==> config.mk <==
export PLATFORM = sky130hd
export DESIGN_NAME = glyph_cell_ink_trim
export DESIGN_NICKNAME = d
export VERILOG_FILES = /design/src/rtl/core/gcit_pkg.sv /design/src/rtl/core/gcit_ink_ram.sv /design/src/rtl/core/gcit_scan.sv /design/src/rtl/core/gcit_extent.sv /design/src/rtl/core/glyph_cell_ink_trim.sv
export SDC_FILE = /design/constraint.sdc
export NUM_CORES = 2
export LEC_CHECK = 0
export BUFFER_PORTS_ARGS = -buffer_cell sky130_fd_sc_hd__clkbuf_2
export CAP_MARGIN = 20
export CORE_UTILIZATION = 35
export DETAILED_ROUTE_END_ITERATION = 7
export GPL_ROUTABILITY_DRIVEN = 0
export PLACE_DENSITY = 0.49
export SYNTH_ARGS = -nofsm -noshare
export SYNTH_HDL_FRONTEND = slang
export SYNTH_SLANG_ARGS = --single-unit
==> constraint.sdc <==
create_clock -name aclk -period 6.38 [get_ports aclk]
set_clock_uncertainty 0.05 [all_clocks]
set_input_delay 0.319 -clock aclk [delete_from_list [all_inputs] [get_ports aclk]]
set_output_delay 0.319 -clock aclk [all_outputs]
set_load 0.02 [all_outputs]
==> src/rtl/core/gcit_pkg.sv <==
// ----------------------------------------------------------------------------
// gcit_pkg
// Shared constants, types and helpers of the glyph cell ink trim block.
// ----------------------------------------------------------------------------
package gcit_pkg;

    localparam int MAX_CELL      = 32;
    localparam int CELLS_PER_ROW = 16;
    localparam int CELL_W        = 6;
    localparam int ALPHA_W       = 8;
    localparam int CODE_W        = 8;
    localparam int BAND_W        = 4;
    localparam int CELL_X_W      = 4;
    localparam int INK_DEPTH     = CELLS_PER_ROW * MAX_CELL;
    localparam int COL_W         = $clog2(INK_DEPTH);
    localparam int RC_W          = $clog2(MAX_CELL);
    // ink store: one memory word per MAX_CELL columns
    localparam int WORD_W        = MAX_CELL;
    localparam int BIT_W         = $clog2(WORD_W);
    localparam int NUM_WORDS     = INK_DEPTH / WORD_W;
    localparam int WORD_IDX_W    = $clog2(NUM_WORDS);

    typedef logic [CELL_W-1:0]     cell_t;
    typedef logic [WORD_IDX_W-1:0] word_idx_t;
    typedef logic [WORD_W-1:0]     word_t;

    typedef struct packed {
        logic      clear;
        logic      wr_en;
        word_idx_t wr_word;
        logic [BIT_W-1:0] wr_bit;
    } ink_wr_t;

    typedef struct packed {
        logic              start;
        logic [BAND_W-1:0] band_row;
    } band_req_t;

    typedef struct packed {
        word_idx_t word_a;
        word_idx_t word_b;
    } ink_rd_t;

    // register value to effective cell size: 0 acts as 1, large values clip
    function automatic cell_t eff_cell(input cell_t raw);
        cell_t res;
        if (raw == '0) begin
            res = cell_t'(1);
        end else if (raw > cell_t'(MAX_CELL)) begin
            res = cell_t'(MAX_CELL);
        end else begin
            res = raw;
        end
        return res;
    endfunction

endpackage

==> src/rtl/core/gcit_ink_ram.sv <==
// ----------------------------------------------------------------------------
// gcit_ink_ram
// Column occupancy store: one word per group of columns, bit-level set,
// per-word valid flags cleared all at once at band start, two read ports.
// ----------------------------------------------------------------------------
module gcit_ink_ram (
    input  logic             aclk,
    input  logic             aresetn,
    input  gcit_pkg::ink_wr_t wr,
    input  gcit_pkg::ink_rd_t rd,
    output gcit_pkg::word_t  rd_data_a,
    output gcit_pkg::word_t  rd_data_b
);
    import gcit_pkg::*;

    word_t                mem [NUM_WORDS];
    logic [NUM_WORDS-1:0] valid_reg;
    logic                 word_live;
    word_t                rd_a_reg;
    word_t                rd_b_reg;

    // a word untouched since the last band start counts as empty
    assign word_live = valid_reg[wr.wr_word] && !wr.clear;

    always_ff @(posedge aclk) begin
        if (wr.wr_en) begin
            if (word_live) begin
                mem[wr.wr_word][wr.wr_bit] <= 1'b1;
            end else begin
                mem[wr.wr_word] <= word_t'(1) << wr.wr_bit;
            end
        end
    end

    always_ff @(posedge aclk) begin
        if (!aresetn) begin
            valid_reg <= '0;
        end else begin
            if (wr.clear) begin
                valid_reg <= '0;
            end
            if (wr.wr_en) begin
                valid_reg[wr.wr_word] <= 1'b1;
            end
        end
    end

    always_ff @(posedge aclk) begin
        rd_a_reg <= valid_reg[rd.word_a] ? mem[rd.word_a] : '0;
        rd_b_reg <= valid_reg[rd.word_b] ? mem[rd.word_b] : '0;
    end

    assign rd_data_a = rd_a_reg;
    assign rd_data_b = rd_b_reg;

endmodule

==> src/rtl/core/gcit_scan.sv <==
// ----------------------------------------------------------------------------
// gcit_scan
// Pixel intake: raster counters, ink writes into the store, band-end trigger.
// ----------------------------------------------------------------------------
module gcit_scan (
    input  logic                          aclk,
    input  logic                          aresetn,
    input  logic                          s_valid,
    output logic                          s_ready,
    input  logic [gcit_pkg::ALPHA_W-1:0]  s_alpha,
    input  logic                          s_first_pixel,
    input  gcit_pkg::cell_t               cell_size,
    input  logic                          busy,
    output gcit_pkg::ink_wr_t             wr,
    output gcit_pkg::band_req_t           band
);
    import gcit_pkg::*;

    logic [COL_W-1:0]  pixel_column_reg, pixel_column_next;
    logic [RC_W-1:0]   row_in_cell_reg, row_in_cell_next;
    logic [BAND_W-1:0] cell_row_reg, cell_row_next;

    logic              xfer;
    logic [COL_W-1:0]  pc_cur;
    logic [RC_W-1:0]   rc_cur;
    logic [BAND_W-1:0] cr_cur;
    logic [COL_W:0]    row_width;
    logic [COL_W:0]    pc_inc;
    logic [RC_W:0]     rc_inc;
    logic              row_end;
    logic              band_end;

    assign s_ready = !busy;
    assign xfer    = s_valid && s_ready;

    // a new atlas mark restarts the counters before this pixel
    assign pc_cur = s_first_pixel ? '0 : pixel_column_reg;
    assign rc_cur = s_first_pixel ? '0 : row_in_cell_reg;
    assign cr_cur = s_first_pixel ? '0 : cell_row_reg;

    assign row_width = (COL_W+1)'(cell_size) * (COL_W+1)'(CELLS_PER_ROW);
    assign pc_inc    = {1'b0, pc_cur} + (COL_W+1)'(1);
    assign rc_inc    = {1'b0, rc_cur} + (RC_W+1)'(1);
    assign row_end   = pc_inc >= row_width;
    assign band_end  = row_end && (rc_inc >= (RC_W+1)'(cell_size));

    always_comb begin
        wr.clear   = xfer && (pc_cur == '0) && (rc_cur == '0);
        wr.wr_en   = xfer && (s_alpha != '0) && ({1'b0, pc_cur} < row_width);
        wr.wr_word = pc_cur[COL_W-1:BIT_W];
        wr.wr_bit  = pc_cur[BIT_W-1:0];
        band.start    = xfer && band_end;
        band.band_row = cr_cur;
    end

    always_comb begin
        pixel_column_next = pixel_column_reg;
        row_in_cell_next  = row_in_cell_reg;
        cell_row_next     = cell_row_reg;
        if (xfer) begin
            pixel_column_next = row_end ? '0 : pc_inc[COL_W-1:0];
            row_in_cell_next  = rc_cur;
            cell_row_next     = cr_cur;
            if (row_end) begin
                row_in_cell_next = band_end ? '0 : rc_inc[RC_W-1:0];
                if (band_end) begin
                    cell_row_next = cr_cur + BAND_W'(1);
                end
            end
        end
    end

    always_ff @(posedge aclk) begin
        if (!aresetn) begin
            pixel_column_reg <= '0;
            row_in_cell_reg  <= '0;
            cell_row_reg     <= '0;
        end else begin
            pixel_column_reg <= pixel_column_next;
            row_in_cell_reg  <= row_in_cell_next;
            cell_row_reg     <= cell_row_next;
        end
    end

endmodule

==> src/rtl/core/gcit_extent.sv <==
// ----------------------------------------------------------------------------
// gcit_extent
// Band readout: per cell, fetch two store words, align the cell's columns,
// find first and last inked column, and hold the result until transferred.
// ----------------------------------------------------------------------------
module gcit_extent (
    input  logic                         aclk,
    input  logic                         aresetn,
    input  gcit_pkg::cell_t              cell_size,
    input  gcit_pkg::band_req_t          band,
    output logic                         busy,
    output gcit_pkg::ink_rd_t            rd,
    input  gcit_pkg::word_t              rd_data_a,
    input  gcit_pkg::word_t              rd_data_b,
    output logic                         m_valid,
    input  logic                         m_ready,
    output logic [gcit_pkg::CODE_W-1:0]  m_glyph_code,
    output gcit_pkg::cell_t              m_left_blank,
    output gcit_pkg::cell_t              m_ink_width,
    output logic                         m_last
);
    import gcit_pkg::*;

    typedef enum logic [2:0] {
        ST_IDLE,
        ST_READ,
        ST_ALIGN,
        ST_MEASURE,
        ST_EMIT
    } state_t;

    state_t                state_reg, state_next;
    logic [CELL_X_W-1:0]   cell_x_reg, cell_x_next;
    logic [COL_W-1:0]      base_reg, base_next;
    logic [BAND_W-1:0]     band_row_reg, band_row_next;
    word_t                 win_reg, win_next;
    logic                  m_valid_reg, m_valid_next;
    logic [CODE_W-1:0]     code_reg, code_next;
    cell_t                 lead_reg, lead_next;
    cell_t                 width_reg, width_next;
    logic                  last_reg, last_next;

    logic [2*WORD_W-1:0]   pair;
    logic [WORD_W:0]       mask_wide;
    word_t                 aligned;
    logic [BIT_W-1:0]      lo_idx;
    logic [BIT_W-1:0]      hi_idx;

    assign rd.word_a = base_reg[COL_W-1:BIT_W];
    assign rd.word_b = base_reg[COL_W-1:BIT_W] + WORD_IDX_W'(1);

    assign pair      = {rd_data_b, rd_data_a} >> base_reg[BIT_W-1:0];
    assign mask_wide = ((WORD_W+1)'(1) << cell_size) - (WORD_W+1)'(1);
    assign aligned   = pair[WORD_W-1:0] & mask_wide[WORD_W-1:0];

    // lowest and highest inked column of the aligned cell
    always_comb begin
        lo_idx = '0;
        hi_idx = '0;
        for (int i = WORD_W - 1; i >= 0; i--) begin
            if (win_reg[i]) begin
                lo_idx = BIT_W'(i);
            end
        end
        for (int i = 0; i < WORD_W; i++) begin
            if (win_reg[i]) begin
                hi_idx = BIT_W'(i);
            end
        end
    end

    always_comb begin
        state_next    = state_reg;
        cell_x_next   = cell_x_reg;
        base_next     = base_reg;
        band_row_next = band_row_reg;
        win_next      = win_reg;
        m_valid_next  = m_valid_reg;
        code_next     = code_reg;
        lead_next     = lead_reg;
        width_next    = width_reg;
        last_next     = last_reg;
        unique case (state_reg)
            ST_IDLE: begin
                if (band.start) begin
                    cell_x_next   = '0;
                    base_next     = '0;
                    band_row_next = band.band_row;
                    state_next    = ST_READ;
                end
            end
            ST_READ: begin
                state_next = ST_ALIGN;
            end
            ST_ALIGN: begin
                win_next   = aligned;
                state_next = ST_MEASURE;
            end
            ST_MEASURE: begin
                code_next = {band_row_reg, cell_x_reg};
                last_next = (cell_x_reg == CELL_X_W'(CELLS_PER_ROW - 1));
                if (win_reg == '0) begin
                    lead_next  = cell_size;
                    width_next = '0;
                end else begin
                    lead_next  = cell_t'(lo_idx);
                    width_next = cell_t'(hi_idx) - cell_t'(lo_idx) + cell_t'(1);
                end
                m_valid_next = 1'b1;
                state_next   = ST_EMIT;
            end
            ST_EMIT: begin
                if (m_ready) begin
                    m_valid_next = 1'b0;
                    if (last_reg) begin
                        state_next = ST_IDLE;
                    end else begin
                        cell_x_next = cell_x_reg + CELL_X_W'(1);
                        base_next   = base_reg + COL_W'(cell_size);
                        state_next  = ST_READ;
                    end
                end
            end
            default: begin
                state_next = ST_IDLE;
            end
        endcase
    end

    always_ff @(posedge aclk) begin
        if (!aresetn) begin
            state_reg   <= ST_IDLE;
            m_valid_reg <= 1'b0;
        end else begin
            state_reg   <= state_next;
            m_valid_reg <= m_valid_next;
        end
        cell_x_reg   <= cell_x_next;
        base_reg     <= base_next;
        band_row_reg <= band_row_next;
        win_reg      <= win_next;
        code_reg     <= code_next;
        lead_reg     <= lead_next;
        width_reg    <= width_next;
        last_reg     <= last_next;
    end

    assign busy         = (state_reg != ST_IDLE);
    assign m_valid      = m_valid_reg;
    assign m_glyph_code = code_reg;
    assign m_left_blank = lead_reg;
    assign m_ink_width  = width_reg;
    assign m_last       = last_reg;

endmodule

==> src/rtl/core/glyph_cell_ink_trim.sv <==
// Glyph ink extent for a 16 x 16 cell font atlas. Pixels are taken one per
// cycle in raster order. After the last pixel of a band of cells the input
// stalls while the 16 results of that band are produced; each result passes
// four steps (store read, column alignment, first/last ink search, output
// register), and the stall lasts longer while m_ready is low.
// Column occupancy lives in a 16-word by 32-bit store with one valid flag per
// word; the flags are all cleared together at band start, so there is no
// clearing pass after reset. cell_size may only be written while idle.
// ----------------------------------------------------------------------------
// glyph_cell_ink_trim
// Top level: configuration register, pixel intake, ink store, band readout.
// ----------------------------------------------------------------------------
module glyph_cell_ink_trim (
    input  logic                         aclk,
    input  logic                         aresetn,
    input  logic                         cfg_valid,
    output logic                         cfg_ready,
    input  logic [gcit_pkg::CELL_W-1:0]  cfg_cell_size,
    input  logic                         s_valid,
    output logic                         s_ready,
    input  logic [gcit_pkg::ALPHA_W-1:0] s_alpha,
    input  logic                         s_first_pixel,
    output logic                         m_valid,
    input  logic                         m_ready,
    output logic [gcit_pkg::CODE_W-1:0]  m_glyph_code,
    output logic [gcit_pkg::CELL_W-1:0]  m_left_blank,
    output logic [gcit_pkg::CELL_W-1:0]  m_ink_width,
    output logic                         m_last
);
    import gcit_pkg::*;

    cell_t     cell_size_reg;
    cell_t     cell_eff;
    ink_wr_t   wr;
    ink_rd_t   rd;
    band_req_t band;
    logic      busy;
    word_t     rd_data_a;
    word_t     rd_data_b;

    assign cfg_ready = 1'b1;

    always_ff @(posedge aclk) begin
        if (!aresetn) begin
            cell_size_reg <= cell_t'(16);
        end else if (cfg_valid && cfg_ready) begin
            cell_size_reg <= cfg_cell_size;
        end
    end

    assign cell_eff = eff_cell(cell_size_reg);

    gcit_scan u_scan (
        .aclk          (aclk),
        .aresetn       (aresetn),
        .s_valid       (s_valid),
        .s_ready       (s_ready),
        .s_alpha       (s_alpha),
        .s_first_pixel (s_first_pixel),
        .cell_size     (cell_eff),
        .busy          (busy),
        .wr            (wr),
        .band          (band)
    );

    gcit_ink_ram u_ram (
        .aclk      (aclk),
        .aresetn   (aresetn),
        .wr        (wr),
        .rd        (rd),
        .rd_data_a (rd_data_a),
        .rd_data_b (rd_data_b)
    );

    gcit_extent u_extent (
        .aclk         (aclk),
        .aresetn      (aresetn),
        .cell_size    (cell_eff),
        .band         (band),
        .busy         (busy),
        .rd           (rd),
        .rd_data_a    (rd_data_a),
        .rd_data_b    (rd_data_b),
        .m_valid      (m_valid),
        .m_ready      (m_ready),
        .m_glyph_code (m_glyph_code),
        .m_left_blank (m_left_blank),
        .m_ink_width  (m_ink_width),
        .m_last       (m_last)
    );

endmodule

---- Word level (Yosys, flattened, before mapping) ----
Memories as Yosys holds them, arrays and structs flattened. A register that Yosys moved wholly into a read port is not among the register bits.
Index checks and enable logic that the tools add are counted.
storage, ports and cells
  register bits ........................... 114
  RAM bits ................................ 512
  memories kept ........................... 1
cells by class
  eq/ne operators ......................... 8
  $lt $le $gt $ge ......................... 10
  mux-type cells .......................... 139
  reduce and logical (&&, ||, !) cells .... 27
  shift-type cells ........................ 3
  add/sub/neg operators ................... 9
  bitwise operators ....................... 34
memories
  memory     words  bits a word  read ports  clocked after Yosys merged registers in  wr ports  line                source
  u_ram.mem  16     32           2           2                                        1         gcit_ink_ram.sv:16  word_t mem [NUM_WORDS];
operators by type and width
  kind                     number
  $mux W5                  52
  $shr A64 B5 Y32          1
  $mux W4                  14
  $mux W16                 3
  $mux W1                  45
  $mux W9                  5
  $and A32 B32 Y32         1
  $logic_not A32 Y1        1
  $mux W32                 1
  $or A1 B1 Y1             32
  $shl A1 B5 Y32 const A   1
  $shl A1 B6 Y32 const A   1
  $sub A32 B2 Y32 const B  1
  $mux W3                  6
  $pmux W9 S2              1
  $or A16 B16 Y16          1
  $lt A4 B5 Y1 const B     3
  $pmux W3 S5              1
  $add A4 B1 Y4 const B    3
  $bmux W1 S4              3
  $mux W6                  2
  $add A9 B1 Y10 const B   1
  $ge A10 B10 Y1           1
  $logic_and A1 B1 Y1      10
  other kinds (30)         40

---- Logic depth before layout (Yosys ltp) ----
  depth in word-level cells ............... 34
  gate-level depth with buffers ........... 18

---- Cells and area by module ----
From an unflattened synthesis, not the netlist that was laid out.
second synthesis, totals
  cell total of the unflattened synthesis .. 3034
  area total of the unflattened synthesis .. 39735.6 µm²
by module, submodules not included
  module               instances  cells an instance  area each (µm²)
  gcit_ink_ram         1          2068               30342.9
  gcit_extent          1          733                7522.2
  gcit_scan            1          204                1594.0
  glyph_cell_ink_trim  1          29                 276.5

---- Least setup slack after synthesis ----
Ideal clock, no wire load.
  path kind ............................... input-to-reg
  start ................................... input s_first_pixel
  end ..................................... register u_extent.base_reg[0], enable pin
  setup time .............................. 401 ps
  data arrival time ....................... 3601 ps
  stages .................................. 16
  setup slack ............................. 2328 ps
  path through ............................ buf_4 > clkinv_1 > nand2_1 > inv_1 > ha_1 > clkbuf_1 > and4b_1 > nand4_1 > xor2_1 > nor2_1 > ha_1 > o211ai_1 > or2_2 > o31ai_1 > nand3_1 > o21ai_0
between the ends
  cells in the longest elaborated chain, start to end .. 7
ends and longest elaborated chain
  element                                          line                              source
  start: declaration                               glyph_cell_ink_trim.sv:22         input logic s_first_pixel,
  $mux W9 or $mux W5 (tied branches)               gcit_scan.sv:37, gcit_scan.sv:38
  $add A9 B1 Y10 or $add A5 B1 Y6 (tied branches)  gcit_scan.sv:42, gcit_scan.sv:43
  $ge A10 B10 Y1 or $ge A6 B6 Y1 (tied branches)   gcit_scan.sv:44, gcit_scan.sv:45
  $logic_and A1 B1 Y1 *                            gcit_scan.sv:45                   assign band_end = row_end && (rc_inc >= (RC_W+1)'(cell_size));
  $logic_and A1 B1 Y1 *                            gcit_scan.sv:52                   band.start = xfer && band_end;
  $ne A2 B2 Y1 (no source line) *                  -
  $reduce_and A4 Y1 (no source line) *             -
  end signal: assignment                           gcit_extent.sv:139                base_reg <= base_next;
  end: declaration                                 gcit_extent.sv:34                 logic [COL_W-1:0] base_reg, base_next;
Mark *: on every way between the ends. The rest lies on a longest branch, timed or not.
A chain may end at the register's enable or synchronous reset.

---- Worst setup path in the final report ----
  start ................................... register cell_size_reg[5]
  end ..................................... memory u_ram.mem[15][7] in the netlist's numbering (data pin)
between the ends
  cells in the longest elaborated chain, start to end .. 8
ends and longest elaborated chain
  element                          line                       source
  start: declaration               glyph_cell_ink_trim.sv:32  cell_t cell_size_reg;
  start signal: assignment         glyph_cell_ink_trim.sv:45  cell_size_reg <= cell_t'(16);
  start signal: assignment         glyph_cell_ink_trim.sv:47  cell_size_reg <= cfg_cell_size;
  $gt A6 B6 Y1                     gcit_pkg.sv:49             end else if (raw > cell_t'(MAX_CELL)) begin
  $mux W6                          gcit_pkg.sv:49
  $mux W6 *                        gcit_pkg.sv:47             if (raw == '0) begin
  $lt A9 B10 Y1 *                  gcit_scan.sv:49            wr.wr_en = xfer && (s_alpha != '0) && ({1'b0, pc_cur} < row_width);
  $logic_and A1 B1 Y1 *            gcit_scan.sv:49
  $mux W1 *                        gcit_ink_ram.sv:26         if (wr.wr_en) begin
  $mux W1 (implied by the code) *  gcit_ink_ram.sv:30         mem[wr.wr_word] <= word_t'(1) << wr.wr_bit;
  $mux W1 (no source line) *       -
  end: declaration                 gcit_ink_ram.sv:16
Marks and branches as above.

==> impl_results.md <==
* Result of the run: finished, final reports clean
* Highest fanout seen on the critical path at 32
* Gate count after technology mapping at 3052
* Delay contributed by the slowest stage of the critical path at around 0.60 ns
* Launch instance of the worst register-to-register path: cell_size_reg[5]$_SDFFE_PN0P_
* Overall overflow remaining after global route at 0
* Dominant synthesized flop cell: edfxtp_1
* Placed Cells incl. Taps at 4249
* Worst reg2reg setup slack at roughly 1.2 ns
* TritonCTS clock tree: built
* Top-level I/O count at 44
* Clk pin slew, worst setup/hold paths at roughly 0.06 ns
* RSZ-0062 raised after global routing: no
* Final slew viol count at 0
* Initial antenna violation count at 1
* Post-Syn Area at ~0.038 mm²
* CP top delay family: simple AND/OR/NAND/NOR gates
* Timing endpoint of the critical path: u_ram.mem[15][7]$_DFFE_PP_
* Critical Path Start: cell_size_reg[5]$_SDFFE_PN0P_
* Worst R2R End: u_ram.mem[15][7]$_DFFE_PP_
* Via count of the first global-routing pass at roughly 26000
* Worst skew pair latency at around 0.66 ns
* Max clock buf depth at 3
* Detailed placer's ending HPWL at slightly above 70000 µm
* Transition time at the pin with the least slew margin at roughly 1.2 ns
* Max Clk Rate at between 0.15 and 0.2 GHz
* Number of violations of the max-capacitance limit at 0
* Antenna fix cells at 0
* Area Overhead vs Synth at 9.71%
* Cell variety after synth at 79
* Pwr Density at ~250 mW/mm²
* Arrival time at the worst endpoint at between 5 and 6 ns
* Final std cells w/o fill at 4406
* Mean cell area of the mapped netlist at ~12 µm²
* Count of clock tree sinks at just under 700
* Number of core rows at 120
* YS warnings at 0
* Maximum number of pins on one net before global-route repair at ~110
* Routed wire length at about 120000 µm
* Fraction of the yosys area taken by sequential cells at 0.516
* TritonCTS Buffers at just under 80
* Async set-reset flop share out of synthesis at 0
* Worst Reg-to-Reg Cells at 11
* First-iteration detailed-routing DRC count at roughly 2600
* CP max stage cell: buf_4
* Average wire per cell in the routed design at approximately 27 µm
* Most common cell after layout, fill and taps aside: nor2_1
* Commonest cells after routing, fill and taps aside: nor2_1 (608), edfxtp_1 (582), mux4_2 (354), nand2_1 (322), dfxtp_1 (107)
* Number of flops mapped to enable cells by yosys at between 500 and 600
* Static power due to leakage at approximately 15 nW
* Setup slack after layout at approximately 1.2 ns
* Final period util at 0.809
* Worst rel slew slack at 0.227
* Cells traversed along the worst timing path: inv_1, nand2_1, ha_1, or4_1, and3_1, and3_4, a211oi_4, buf_4, a21boi_4, buf_4, nand2_1
* Final Critical Period at approximately 5.2 ns
* Initial standard-cell utilization of the core at 0.354
* Remaining design rule violation count at 0
* Crit start category: register
* Core outline area at roughly 0.11 mm²
* Global-route wire length before repair at around 170000 µm
* Routed vias/inst at about 6
* # nets final at between 3000 and 4000
* Buffers & Inverters on Critical Path at 3
* DIE WIDTH at between 300 and 400 µm
* Minimum hold slack at 0.0516 ns
* Post-CTS setup buffers at 0
* Level count of the clock H-tree at 3
* Die extent in y at roughly 330 µm
* Clock root buffer: clkbuf_16
* Sum Neg Setup Slack at 0 ns
* Required time of the critical path at 6.57 ns
* Worst vdd ir at between 0.15 and 0.2 mV
* Max FFs per register at slightly above 500
* Path class of the lowest-slack min-delay path: input port to register
* Detail Route Antenna Nets at 0
* Final count of negative-setup-slack endpoints at 0
* #FFs+latches synth at 689
* Floorplan die area at around 0.11 mm²
* Kind of critical path: register to register
* Total GRT Usage at 0.214
* CP Capture Type: register
* Port buffer count at 42
* Levels on crit path at 11
* Detailed-routing iteration count for the pre-antenna-repair pass at 6
* Final hold violations at 0
* Via count of the routed design at ~26000
* Fraction of layout cells with a size suffix above 1 at 0.203
* Worst setup slack after placement at about 1.3 ns
-- power by group --
| group | switching (mW) | internal [mW] |
|---|---|---|
| registers | 0.0355 | 5.02 |
| clock network | 1.90 | 2.62 |
| logic | 0.492 | 0.174 |
-- metal layers --
metal / share of wire / up-vias / GRT usage / routed length [µm]
li1: - / 11144 / - / -
met1: 0.41 / 13628 / 0.276 / 48000
met2: 0.49 / 950 / 0.360 / 58500
met3: 0.065 / 199 / 0.0327 / 7710
met4: 0.036 / 0 / 0.0826 / 4210
met5: 0 / - / 0 / 0
-- how the worst min path moves through the flow --
| stage | startpoint | end | depth (start not counted) |
|---|---|---|---|
| final | cfg_valid | cell_size_reg[3]$_SDFFE_PN0P_ | 3 |
| after global routing | cfg_valid | cell_size_reg[3]$_SDFFE_PN0P_ | 3 |
| after CTS | cfg_valid | cell_size_reg[3]$_SDFFE_PN0P_ | 3 |
| after detailed placement | u_extent.band_row_reg[2]$_DFFE_PP_ | u_extent.m_glyph_code[6]$_DFFE_PP_ | 0 |
| after global placement | u_extent.band_row_reg[2]$_DFFE_PP_ | u_extent.m_glyph_code[6]$_DFFE_PP_ | 0 |
| after floorplan | u_extent.band_row_reg[0]$_DFFE_PP_ | u_extent.m_glyph_code[4]$_DFFE_PP_ | 0 |
-- cell type report --
cell class	count	area, µm²
clock buffer	103	2100
clock inverter	42	450
fill	10155	65600
inverter	41	154
multi-input combinational	2029	17000
sequential	689	19600
tap	1403	1760
timing repair buffer	99	696
-- synthesized netlist by cell type (4+ instances only) --
cell        n  share of area
a21oi_1    80          0.011
edfxtp_1  582           0.46
dfxtp_1   107          0.056
o31ai_1    14         0.0028
nor2_1    609          0.060
a22oi_1     4        0.00079
nand4_1     7         0.0012
a311o_1     5         0.0013
and3_1     70          0.012
inv_1      38         0.0038
a21boi_0    5        0.00099
nor3_1     26         0.0034
nand3_1    95          0.013
ha_1       44          0.014
xor2_1     11         0.0025
nand2b_1   12         0.0020
nand3b_1   33         0.0065
a31oi_1    10         0.0016
or3_1       8         0.0013
nand3_4    10         0.0046
buf_2      91          0.012
nor4_1     10         0.0016
mux4_2    354           0.21
o21ai_0    56         0.0074
and2_1     16         0.0026
clkbuf_1  132          0.013
mux2i_1    47          0.012
xnor2_1    20         0.0046
nand2_1   322          0.032
buf_4      34         0.0067
nor2b_1    46         0.0076
a211oi_1    8         0.0016
or2_2       4        0.00066
mux2_2     14         0.0041
a21o_1      4        0.00079
o211ai_1   15         0.0030
nor3b_1     4        0.00079
buf_6      10         0.0030
buf_1      24         0.0024
o21a_1     10         0.0020
-- worst min-delay path, cell delays in order --
cell      delay, ns
clkbuf_2       0.23
mux2i_1        0.11
nor2_1         0.07
-- logic make-up (layout without fill, tap and decap cells) --
family | Yosys count | after routing | share of synthesized area
simple gates | 1287 | 1287 | 0.152
flops | 689 | 689 | 0.516
mux | 415 | 415 | 0.226
buf+inv | 335 | 285 | 0.0418
compound gates | 247 | 247 | 0.0415
fa+ha+maj | 47 | 47 | 0.0158
xor+xnor | 31 | 31 | 0.00714
other cells | 1 | 2 | 0.0000986
-- metrics by stage --
stage / instance area [µm²] / utilization / power, mW
global placement: 39100 / 0.364 / 5.78
global route: 41700 / 0.389 / 10.5
floorplan: 38000 / - / 5.61
CTS: 41700 / 0.388 / 10.3
detailed placement: 39100 / 0.364 / 5.80
finish: 41700 / 0.389 / 10.2
-- timing repair --
item                                   CTS  global route
endpoints found under the hold margin   12             0
hold buffers                            10             0
resized for setup                        0             0
No activity file was read; power rests on OpenSTA's default activity.
